`src/rtl/sha1_message_digest_top_assert.svh`:
```
// Assertion macros shared by the SHA-1 digest RTL.
// Both macros expect signals named clock and reset in the including module.
`ifndef SHA1_MESSAGE_DIGEST_TOP_ASSERT_SVH
`define SHA1_MESSAGE_DIGEST_TOP_ASSERT_SVH

// Consequent must hold in the same cycle as the antecedent.
`define SHA1MD_ASSERT_NOW(label, ante, cons, msg) \
   label: assert property (@(posedge clock) disable iff (reset) (ante) |-> (cons)) \
      else $error(msg);

// Consequent must hold in the cycle after the antecedent.
`define SHA1MD_ASSERT_NEXT(label, ante, cons, msg) \
   label: assert property (@(posedge clock) disable iff (reset) (ante) |=> (cons)) \
      else $error(msg);

`endif

```
`src/rtl/sha1md_pkg.sv`:
```
// Shared types and constants of the SHA-1 digest block.
// No dependencies; imported by sha1md_round and sha1_message_digest_top.
`default_nettype none

package sha1md_pkg;

   localparam logic [31:0] ROUND_K0 = 32'h5A827999;
   localparam logic [31:0] ROUND_K1 = 32'h6ED9EBA1;
   localparam logic [31:0] ROUND_K2 = 32'h8F1BBCDC;
   localparam logic [31:0] ROUND_K3 = 32'hCA62C1D6;

   localparam logic [7:0]  PAD_BYTE = 8'h80;

   localparam logic [6:0]  ROUND_LAST  = 7'd79;
   localparam logic [6:0]  SCHED_WORDS = 7'd16;

   // Control from the sequencer to the round engine.
   typedef struct packed {
      logic        rnd_en;
      logic        shift_en;
      logic [6:0]  rnd_idx;
      logic [31:0] shift_word;
   } sha1md_ctl_type;

   // Initial chaining words.
   function automatic logic [31:0] sha1md_iv(input logic [2:0] idx);
      logic [31:0] word;
      case (idx)
         3'd0: word = 32'h67452301;
         3'd1: word = 32'hEFCDAB89;
         3'd2: word = 32'h98BADCFE;
         3'd3: word = 32'h10325476;
         3'd4: word = 32'hC3D2E1F0;
         default: word = 32'h0;
      endcase
      return word;
   endfunction

endpackage

`default_nettype wire

```
`src/rtl/sha1_message_digest_top.sv`:
```
// SHA-1 digest block: byte packing, block and chaining memories, sequencer.
// Depends on sha1md_pkg, sha1md_round and sha1_message_digest_top_assert.svh.
//
// Usage. The request channel carries one beat per message byte (req_data_byte
// with req_byte_valid high); req_end_of_message closes the message, on the
// last byte or on a beat with no byte, so an empty message can be hashed.
// Beats with neither flag set are ignored. For each closed message the
// response channel returns five beats, rsp_digest_word most significant word
// first, rsp_word_index 0 to 4, rsp_last_word on the fifth.
// Operation. Byte beats are taken only while the block is idle. The 64th byte
// of a block starts a compression (the chaining words are loaded from their
// memory, run through 80 rounds on the round engine, then added and written
// back) during which req_stall is high. Closing a message writes up to 18
// padding words into the block memory, runs one or two compressions, then
// reads the five digest words from the chaining memory, one per beat.
// The response beat sits in an output register, so the block already takes
// the next message while the last digest beat waits; a held rsp_stall only
// pauses the digest readout. Synchronous reset returns the chaining words to
// the initial values and empties the partial block.
`default_nettype none
`include "sha1_message_digest_top_assert.svh"

module sha1_message_digest_top
   import sha1md_pkg::*;
(
   input  wire logic        clock,
   input  wire logic        reset,

   input  wire logic        req_valid,
   output logic             req_stall,
   input  wire logic [7:0]  req_data_byte,
   input  wire logic        req_byte_valid,
   input  wire logic        req_end_of_message,

   output logic             rsp_valid,
   input  wire logic        rsp_stall,
   output logic [31:0]      rsp_digest_word,
   output logic [2:0]       rsp_word_index,
   output logic             rsp_last_word
);

   typedef enum logic [6:0] {
      ST_IDLE  = 7'b0000001,
      ST_LOAD  = 7'b0000010,
      ST_ROUND = 7'b0000100,
      ST_WBACK = 7'b0001000,
      ST_PADF  = 7'b0010000,
      ST_PADZ  = 7'b0100000,
      ST_OUT   = 7'b1000000
   } st_type;

   // What follows a compression once its chaining words are written back.
   typedef enum logic [1:0] {
      AFT_NONE   = 2'd0,
      AFT_PAD    = 2'd1,
      AFT_LEN    = 2'd2,
      AFT_DIGEST = 2'd3
   } aft_type;

   localparam logic [6:0] XFER_LAST = 7'd5;   // last step of load and writeback
   localparam logic [6:0] WORD_LAST = 7'd4;   // index of the final chaining word

   st_type         state_ff, state_in;
   aft_type        after_ff, after_in;
   logic [6:0]     cnt_ff, cnt_in;
   logic [6:0]     cnt_p1, cnt_m1;
   logic [5:0]     fill_ff, fill_in;
   logic [23:0]    acc_ff, acc_in;
   logic [63:0]    bits_ff, bits_in;
   logic           len_ff, len_in;
   logic           pend_ff, pend_in;
   logic [4:0]     chv_ff, chv_in;
   logic           chv_clr;

   logic           req_fire;
   logic           out_free;
   logic           rsp_load;
   logic           rsp_valid_ff, rsp_valid_in;
   logic [31:0]    rsp_word_ff;
   logic [2:0]     rsp_idx_ff;
   logic           rsp_last_ff;

   // Block memory: sixteen big-endian message words.
   logic [31:0]    blk_mem [16];
   logic [31:0]    blk_q_ff;
   logic           blk_we;
   logic [3:0]     blk_waddr;
   logic [31:0]    blk_wdata;
   logic [3:0]     blk_raddr;
   logic [31:0]    pad_word;

   // Chaining memory: five words; a word not written since the message
   // started reads as its initial value.
   logic [31:0]    chn_mem [5];
   logic [31:0]    chn_q_ff;
   logic           chq_iv_ff;
   logic [2:0]     chq_idx_ff;
   logic           chn_re;
   logic [2:0]     chn_raddr;
   logic           chn_we;
   logic [2:0]     chn_waddr;
   logic [31:0]    chn_wdata;
   logic [31:0]    chn_word;

   sha1md_ctl_type ctl;
   logic [31:0]    eng_head;

   sha1md_round u_round (
      .clock     (clock),
      .ctl       (ctl),
      .blk_word  (blk_q_ff),
      .head_word (eng_head)
   );

   assign req_stall = (state_ff != ST_IDLE);
   assign req_fire  = req_valid && !req_stall;
   assign out_free  = !rsp_valid_ff || !rsp_stall;
   assign cnt_p1    = cnt_ff + 7'd1;
   assign cnt_m1    = cnt_ff - 7'd1;
   assign chn_word  = chq_iv_ff ? sha1md_iv(chq_idx_ff) : chn_q_ff;
   assign chn_wdata = chn_word + eng_head;

   // First padding word: the bytes of the partial word, then the pad byte.
   always_comb begin
      case (fill_ff[1:0])
         2'd0: pad_word = {PAD_BYTE, 24'h0};
         2'd1: pad_word = {acc_ff[7:0], PAD_BYTE, 16'h0};
         2'd2: pad_word = {acc_ff[15:0], PAD_BYTE, 8'h0};
         2'd3: pad_word = {acc_ff[23:0], PAD_BYTE};
         default: pad_word = {PAD_BYTE, 24'h0};
      endcase
   end

   always_comb begin
      state_in  = state_ff;
      after_in  = after_ff;
      cnt_in    = cnt_ff;
      fill_in   = fill_ff;
      acc_in    = acc_ff;
      bits_in   = bits_ff;
      len_in    = len_ff;
      pend_in   = pend_ff;
      chv_clr   = 1'b0;
      blk_we    = 1'b0;
      blk_waddr = fill_ff[5:2];
      blk_wdata = {acc_ff, req_data_byte};
      blk_raddr = (state_ff == ST_ROUND) ? cnt_p1[3:0] : 4'd0;
      chn_re    = 1'b0;
      chn_raddr = cnt_ff[2:0];
      chn_we    = 1'b0;
      chn_waddr = cnt_m1[2:0];
      rsp_load  = 1'b0;
      ctl       = '0;

      case (state_ff)
         ST_IDLE: begin
            if (req_fire) begin
               if (req_byte_valid) begin
                  blk_we  = (fill_ff[1:0] == 2'd3);
                  acc_in  = {acc_ff[15:0], req_data_byte};
                  fill_in = fill_ff + 6'd1;
                  bits_in = bits_ff + 64'd8;
               end
               if (req_byte_valid && (fill_ff == 6'd63)) begin
                  state_in = ST_LOAD;
                  cnt_in   = '0;
                  after_in = req_end_of_message ? AFT_PAD : AFT_NONE;
               end else if (req_end_of_message) begin
                  state_in = ST_PADF;
               end
            end
         end
         ST_LOAD: begin
            chn_re         = (cnt_ff < XFER_LAST);
            ctl.shift_en   = (cnt_ff != 7'd0);
            ctl.shift_word = chn_word;
            if (cnt_ff == XFER_LAST) begin
               state_in = ST_ROUND;
               cnt_in   = '0;
            end else begin
               cnt_in = cnt_p1;
            end
         end
         ST_ROUND: begin
            ctl.rnd_en  = 1'b1;
            ctl.rnd_idx = cnt_ff;
            if (cnt_ff == ROUND_LAST) begin
               state_in = ST_WBACK;
               cnt_in   = '0;
            end else begin
               cnt_in = cnt_p1;
            end
         end
         ST_WBACK: begin
            chn_re       = (cnt_ff < XFER_LAST);
            chn_we       = (cnt_ff != 7'd0);
            ctl.shift_en = (cnt_ff != 7'd0);
            if (cnt_ff == XFER_LAST) begin
               cnt_in = '0;
               case (after_ff)
                  AFT_NONE: state_in = ST_IDLE;
                  AFT_PAD:  state_in = ST_PADF;
                  AFT_LEN: begin
                     state_in = ST_PADZ;
                     len_in   = 1'b1;
                  end
                  AFT_DIGEST: begin
                     state_in = ST_OUT;
                     fill_in  = '0;
                     bits_in  = '0;
                     pend_in  = 1'b0;
                  end
                  default: state_in = ST_IDLE;
               endcase
            end else begin
               cnt_in = cnt_p1;
            end
         end
         ST_PADF: begin
            blk_we    = 1'b1;
            blk_wdata = pad_word;
            if (fill_ff[5:2] == 4'd15) begin
               // No room left for the length: it goes into a block of its own.
               state_in = ST_LOAD;
               cnt_in   = '0;
               after_in = AFT_LEN;
            end else begin
               state_in = ST_PADZ;
               cnt_in   = {3'd0, fill_ff[5:2] + 4'd1};
               len_in   = (fill_ff[5:2] != 4'd14);
            end
         end
         ST_PADZ: begin
            blk_we    = 1'b1;
            blk_waddr = cnt_ff[3:0];
            blk_wdata = '0;
            if (len_ff && (cnt_ff[3:0] == 4'd14)) begin
               blk_wdata = bits_ff[63:32];
            end else if (len_ff && (cnt_ff[3:0] == 4'd15)) begin
               blk_wdata = bits_ff[31:0];
            end
            if (cnt_ff[3:0] == 4'd15) begin
               state_in = ST_LOAD;
               cnt_in   = '0;
               after_in = len_ff ? AFT_DIGEST : AFT_LEN;
            end else begin
               cnt_in = cnt_p1;
            end
         end
         ST_OUT: begin
            if (!pend_ff) begin
               chn_re  = 1'b1;
               pend_in = 1'b1;
            end else if (out_free) begin
               rsp_load = 1'b1;
               pend_in  = 1'b0;
               if (cnt_ff == WORD_LAST) begin
                  chv_clr  = 1'b1;
                  state_in = ST_IDLE;
                  cnt_in   = '0;
               end else begin
                  cnt_in = cnt_p1;
               end
            end
         end
         default: begin
            state_in = ST_IDLE;
            cnt_in   = '0;
         end
      endcase
   end

   always_comb begin
      chv_in = chv_ff;
      if (chv_clr) begin
         chv_in = '0;
      end else if (chn_we) begin
         chv_in[chn_waddr] = 1'b1;
      end
   end

   always_comb begin
      rsp_valid_in = rsp_valid_ff;
      if (rsp_load) begin
         rsp_valid_in = 1'b1;
      end else if (!rsp_stall) begin
         rsp_valid_in = 1'b0;
      end
   end

   always_ff @(posedge clock) begin
      if (reset) begin
         state_ff     <= ST_IDLE;
         after_ff     <= AFT_NONE;
         cnt_ff       <= '0;
         fill_ff      <= '0;
         bits_ff      <= '0;
         len_ff       <= 1'b0;
         pend_ff      <= 1'b0;
         chv_ff       <= '0;
         rsp_valid_ff <= 1'b0;
      end else begin
         state_ff     <= state_in;
         after_ff     <= after_in;
         cnt_ff       <= cnt_in;
         fill_ff      <= fill_in;
         bits_ff      <= bits_in;
         len_ff       <= len_in;
         pend_ff      <= pend_in;
         chv_ff       <= chv_in;
         rsp_valid_ff <= rsp_valid_in;
      end
   end

   always_ff @(posedge clock) begin
      acc_ff <= acc_in;
      if (rsp_load) begin
         rsp_word_ff <= chn_word;
         rsp_idx_ff  <= cnt_ff[2:0];
         rsp_last_ff <= (cnt_ff == WORD_LAST);
      end
   end

   always_ff @(posedge clock) begin
      if (blk_we) begin
         blk_mem[blk_waddr] <= blk_wdata;
      end
      blk_q_ff <= blk_mem[blk_raddr];
   end

   always_ff @(posedge clock) begin
      if (chn_we) begin
         chn_mem[chn_waddr] <= chn_wdata;
      end
      if (chn_re) begin
         chn_q_ff   <= chn_mem[chn_raddr];
         chq_iv_ff  <= !chv_ff[chn_raddr];
         chq_idx_ff <= chn_raddr;
      end
   end

   assign rsp_valid       = rsp_valid_ff;
   assign rsp_digest_word = rsp_word_ff;
   assign rsp_word_index  = rsp_idx_ff;
   assign rsp_last_word   = rsp_last_ff;

   `SHA1MD_ASSERT_NOW(a_round_no_blk_write, state_ff == ST_ROUND, !blk_we, "blk write in rounds")
   `SHA1MD_ASSERT_NOW(a_round_count, state_ff == ST_ROUND, cnt_ff <= ROUND_LAST, "round overrun")
   `SHA1MD_ASSERT_NOW(a_chn_no_collide, chn_we && chn_re, chn_waddr != chn_raddr, "chn clash")
   `SHA1MD_ASSERT_NOW(a_rsp_no_overwrite, rsp_load, out_free, "held beat overwritten")
   `SHA1MD_ASSERT_NEXT(a_digest_clears_len, state_in == ST_OUT, ~|{bits_ff, fill_ff}, "length kept")

endmodule

`default_nettype wire

```
`src/rtl/sha1md_round.sv`:
```
// SHA-1 round engine: working words a..e and the 16-word schedule window.
// Depends on sha1md_pkg for the control struct and round constants.
`default_nettype none

module sha1md_round
   import sha1md_pkg::*;
(
   input  wire logic           clock,
   input  wire sha1md_ctl_type ctl,
   input  wire logic [31:0]    blk_word,
   output logic [31:0]         head_word
);

   logic [31:0] a_ff, b_ff, c_ff, d_ff, e_ff;
   logic [31:0] a_in, b_in, c_in, d_in, e_in;
   logic [31:0] sched_ff [16];
   logic [31:0] sched_in [16];
   logic [31:0] w_mix;
   logic [31:0] w_cur;
   logic [31:0] f_val;
   logic [31:0] k_val;
   logic [31:0] nxt;

   always_comb begin
      w_mix = sched_ff[2] ^ sched_ff[7] ^ sched_ff[13] ^ sched_ff[15];
      w_cur = (ctl.rnd_idx < SCHED_WORDS) ? blk_word : {w_mix[30:0], w_mix[31]};

      if (ctl.rnd_idx < 7'd20) begin
         f_val = (b_ff & c_ff) | (~b_ff & d_ff);
         k_val = ROUND_K0;
      end else if (ctl.rnd_idx < 7'd40) begin
         f_val = b_ff ^ c_ff ^ d_ff;
         k_val = ROUND_K1;
      end else if (ctl.rnd_idx < 7'd60) begin
         f_val = (b_ff & c_ff) | (b_ff & d_ff) | (c_ff & d_ff);
         k_val = ROUND_K2;
      end else begin
         f_val = b_ff ^ c_ff ^ d_ff;
         k_val = ROUND_K3;
      end

      nxt = {a_ff[26:0], a_ff[31:27]} + f_val + e_ff + k_val + w_cur;

      a_in = a_ff;
      b_in = b_ff;
      c_in = c_ff;
      d_in = d_ff;
      e_in = e_ff;
      for (int i = 0; i < 16; i++) begin
         sched_in[i] = sched_ff[i];
      end

      if (ctl.rnd_en) begin
         a_in = nxt;
         b_in = a_ff;
         c_in = {b_ff[1:0], b_ff[31:2]};
         d_in = c_ff;
         e_in = d_ff;
         sched_in[0] = w_cur;
         for (int i = 1; i < 16; i++) begin
            sched_in[i] = sched_ff[i-1];
         end
      end else if (ctl.shift_en) begin
         // Words enter at e and leave at a, in chaining order.
         a_in = b_ff;
         b_in = c_ff;
         c_in = d_ff;
         d_in = e_ff;
         e_in = ctl.shift_word;
      end
   end

   always_ff @(posedge clock) begin
      a_ff <= a_in;
      b_ff <= b_in;
      c_ff <= c_in;
      d_ff <= d_in;
      e_ff <= e_in;
      for (int i = 0; i < 16; i++) begin
         sched_ff[i] <= sched_in[i];
      end
   end

   assign head_word = a_ff;

endmodule

`default_nettype wire

```
`config.mk`:
```
export PLATFORM = sky130hd
export DESIGN_NAME = sha1_message_digest_top
export DESIGN_NICKNAME = d
export VERILOG_FILES = /design/src/rtl/sha1md_pkg.sv /design/src/rtl/sha1_message_digest_top.sv /design/src/rtl/sha1md_round.sv
export VERILOG_INCLUDE_DIRS = /design/src /design/src/rtl
export SDC_FILE = /design/constraint.sdc
export NUM_CORES = 2
export LEC_CHECK = 0
export BUFFER_PORTS_ARGS = -buffer_cell sky130_fd_sc_hd__buf_2
export CAP_MARGIN = 25
export CORE_UTILIZATION = 30
export DETAILED_ROUTE_END_ITERATION = 8
export GPL_TIMING_DRIVEN = 0
export PLACE_DENSITY = 0.55
export SLEW_MARGIN = 10
export SYNTH_ARGS = -nofsm -noshare
export SYNTH_HDL_FRONTEND = slang
export SYNTH_SLANG_ARGS = --single-unit
```
`constraint.sdc`:
```
create_clock -name clock -period 53.8 [get_ports clock]
set_clock_uncertainty 0.1 [all_clocks]
set_input_delay 10.76 -clock clock [delete_from_list [all_inputs] [get_ports clock]]
set_output_delay 10.76 -clock clock [all_outputs]
set_load 0.05 [all_outputs]
```
==> flow_summary_export.csv <==
group,metric,value,unit
grt,grt_pass1_vias,37599,
sta,hold_viol,0,
setup_path,startpoint_type,"register",
setup_path,endpoint_kind,"primary output",
die,die_h,468.7,µm
detailed_routing,wl,167200,µm
setup_path,worstSetupPathType,"register to primary output",
detailed_routing,via_per_inst,4.852,
finish,fin_nets,5164,
cts,cts_sinks,1563,
cts,root_buffer,"clkbuf_16",
grt,antenna_found_initial,3,
placement,dp_hpwl,117900,µm
synth,synth-main-ff-cell,"edfxtp_1",
setup_path,worstPathRequired,42.94,ns
finish,drive_gt1_frac,0.09621,
synth,synth_most_common_cell,"edfxtp_1",
detailed_routing,routedWlPerCell,21.16,µm
setup_path,cp_cell_sequence,"nor3_1 -> nand2_1 -> nor3b_1 -> inv_1 -> buf_2",
cts,clk_pin_slew,0.06,ns
synth,synth.ff_latch_count,1563,
sta,timing.final.crit_period,13.37,ns
grt,grt-ovfl-total,0,
finish,num-fill-cells,20602,
sta,max_slew_margin,0.2257,
grt,grt_busiest_layer,"met2",
sta,period_share,0.2486,
power_and_ir_drop,p_per_area,36.03,nW/µm²
detailed_routing,first_pass_iters,6,
cts,htree_levels,4,
finish,syn2layout_area_growth,16.13,%
synth,synth_nets,4879,
cts,cts_tree,"done",
grt,grt_usage,0.1511,
placement,pre_cts_slack,40.36,ns
synth,synth.area.top_cells,"edfxtp_1 (66%), nand2_1 (3.8%), dfxtp_1 (3.8%)",
synth,synth.distinct_cells,82,
synth,synth.top_cells.by_count,"edfxtp_1 (1,440), nand2_1 (663), o21ai_0 (351), inv_1 (256), nand3_1 (229)",
sta,fmax,74.78,MHz
cts,cts_buffer_depth,3,
sta,finalMaxSlewViolations,0,
power_and_ir_drop,p_clk_frac,0.420,
setup_path,critPathMaxStageDelay,0.54,ns
synth,netlist_instances,4636,
grt,grtUsageMet2,0.2350,
grt,grt_max_degree,67,
power_and_ir_drop,power.leakage,25.67,nW
cts,postCtsSetupBuffers,0,
die,start_util,0.3033,
hold_path,min_path_type,"register to register",
cts,postCtsHoldBufs,0,
power_and_ir_drop,p_seq_frac,0.501,
die,fp.dieW,468.7,µm
sta,worst_slew_pin_slew,1.149,ns
detailed_routing,drtIter0Drc,3566,
die,coreArea,215500,µm²
synth,synth_area,65350,µm²
power_and_ir_drop,intPower,0.002081,W
detailed_routing,drc_errors,0,
power_and_ir_drop,p_comb_frac,0.079,
power_and_ir_drop,power.switching,0.0006533,W
cts,clock_latency,0.82,ns
die,die_area,219700,µm²
sta,setup_tns,0,ns
outcome,outcome,"completed",
setup_path,cpMaxStageDelayCell,"nor3b_1",
sta,rsz0062_at_grt,"no",
synth,avgSynthCellArea,14.10,µm²
power_and_ir_drop,switching_share,0.2390,
sta,setup_slack,40.43,ns
synth,synth_top_area_share,0.6617,
cts,cts_resized,0,
grt,use_met1,0.2110,
synth,yosysSeqAreaShare,0.6994,
sta,setup_viol,0,
synth,synth_edf_count,1440,
job,maxCapViolCount,0,
synth,synth_top_cell_by_area,"edfxtp_1",
grt,grt_use_met3,0.02753,
detailed_routing,ant_nets,0,
grt,grt_pass1_wl,247500,µm
placement,place_congestion,0.9059,
detailed_routing,vias,38348,
die,std_cell_rows,170,
power_and_ir_drop,ir_worst_vdd,0.02454,mV
setup_path,cp_max_fo,6,
synth,ys_async_sr_fraction,0,
cts,cts_buffers,164,
synth,synth_warnings,0,
die,ioPinCount,52,
placement,io_buffers,51,
setup_path,arrival,2.51,ns
[power by group through the flow]
stage	clock network (W)	logic, W	registers [W]
finish	0.00115	0.000217	0.00137
global route	0.00122	0.000239	0.00137
CTS	0.00117	0.000216	0.00137
detailed placement	0	0.000214	0.00140
global placement	0	0.000209	0.00140
floorplan	0	0.000138	0.00139
[flip-flops by register name, indices dropped and copies added, names as in the netlist, 7 cells and up]
signal,flops
u_round.d_ff,32
rsp_digest_word,32
u_round.c_ff,32
u_round.e_ff,32
blk_q_ff,32
u_round.head_word,32
chn_mem,160
u_round.b_ff,32
u_round.sched_ff,512
cnt_ff,7
acc_ff,24
blk_mem,512
state_ff,7
bits_ff,61
chn_q_ff,32
[cell families (layout without fill, tap and decap cells)]
kind of cell | after synthesis | in the layout | synth area share
xor gates and xnor gates | 213 | 213 | 0.02855
other | 0 | 3 | 0
muxes | 145 | 145 | 0.02914
buffers and inverters | 459 | 885 | 0.02692
adders and majority gates | 229 | 229 | 0.05763
AOI/OAI and AO/OA | 741 | 741 | 0.07209
DFF | 1563 | 1563 | 0.6994
and+or+nand+nor | 1286 | 1286 | 0.08624
[metal layers]
| metal | share of wire | vias up |
|---|---|---|
| met1 | 0.45 | 19295 |
| met3 | 0.063 | 255 |
| met4 | 0.032 | 0 |
| met5 | 0 | - |
| met2 | 0.46 | 1246 |
| li1 | - | 17552 |
[critical path, delay by kind of cell, from the launching register on]
kind	cells	cell delay, ns
simple gates	3	0.90
buf+inv	2	0.42
flops	1	0.38
[placed cells by master (no fill, tap or decap), drive strengths merged, types with 80 or more instances in the layout]
cell and instances:
edfxtp 1440, nand2 663, clkbuf 370, o21ai 354
inv 269, nand3 229, nor2 210, buf 160
xnor2 158, dfxtp 123, fa 120, ha 109
mux2i 80
[worst paths after layout]
path	to	startpoint	slack [ns]	cells past startpoint
worst min register to register	u_round.sched_ff[0][202]$_DFFE_PN_	u_round.sched_ff[0][170]$_DFFE_PN_	0.30	0
worst min-delay path	u_round.sched_ff[0][202]$_DFFE_PN_	u_round.sched_ff[0][170]$_DFFE_PN_	0.30	0
worst max-delay path	req_stall	state_ff[6]$_SDFFE_PP0P_	40.43	5
worst max register to register	u_round.head_word[31]$_DFFE_PP_	state_ff[6]$_SDFFE_PP0P_	45.19	25
[through the flow]
stage	cell area, µm²	power, W	hold WS (ns)	instances	utilization
after floorplan	65350	0.001529	0.3003	4636	-
final	75890	0.002734	0.2961	7903	0.3522
after CTS	75870	0.002759	0.2929	7898	0.3521
after global routing	75880	0.002824	0.3094	7900	0.3522
after global placement	69150	0.001605	0.3004	7525	0.3209
after detailed placement	70380	0.001609	0.3045	7591	0.3266
[layout make-up]
class	instances	area (µm²)	area share
sequential	1563	45700	0.6023
multi-input combinational	2614	18050	0.2379
clock buffer	209	4353	0.05736
tap	2838	3551	0.04679
timing repair buffer	119	1316	0.01735
clock inverter	98	1137	0.01499
inverter	257	964.7	0.01271
buffer	202	798.3	0.01052
antenna	3	7.507	0.00009893
Power figures use the tool's default switching activity.
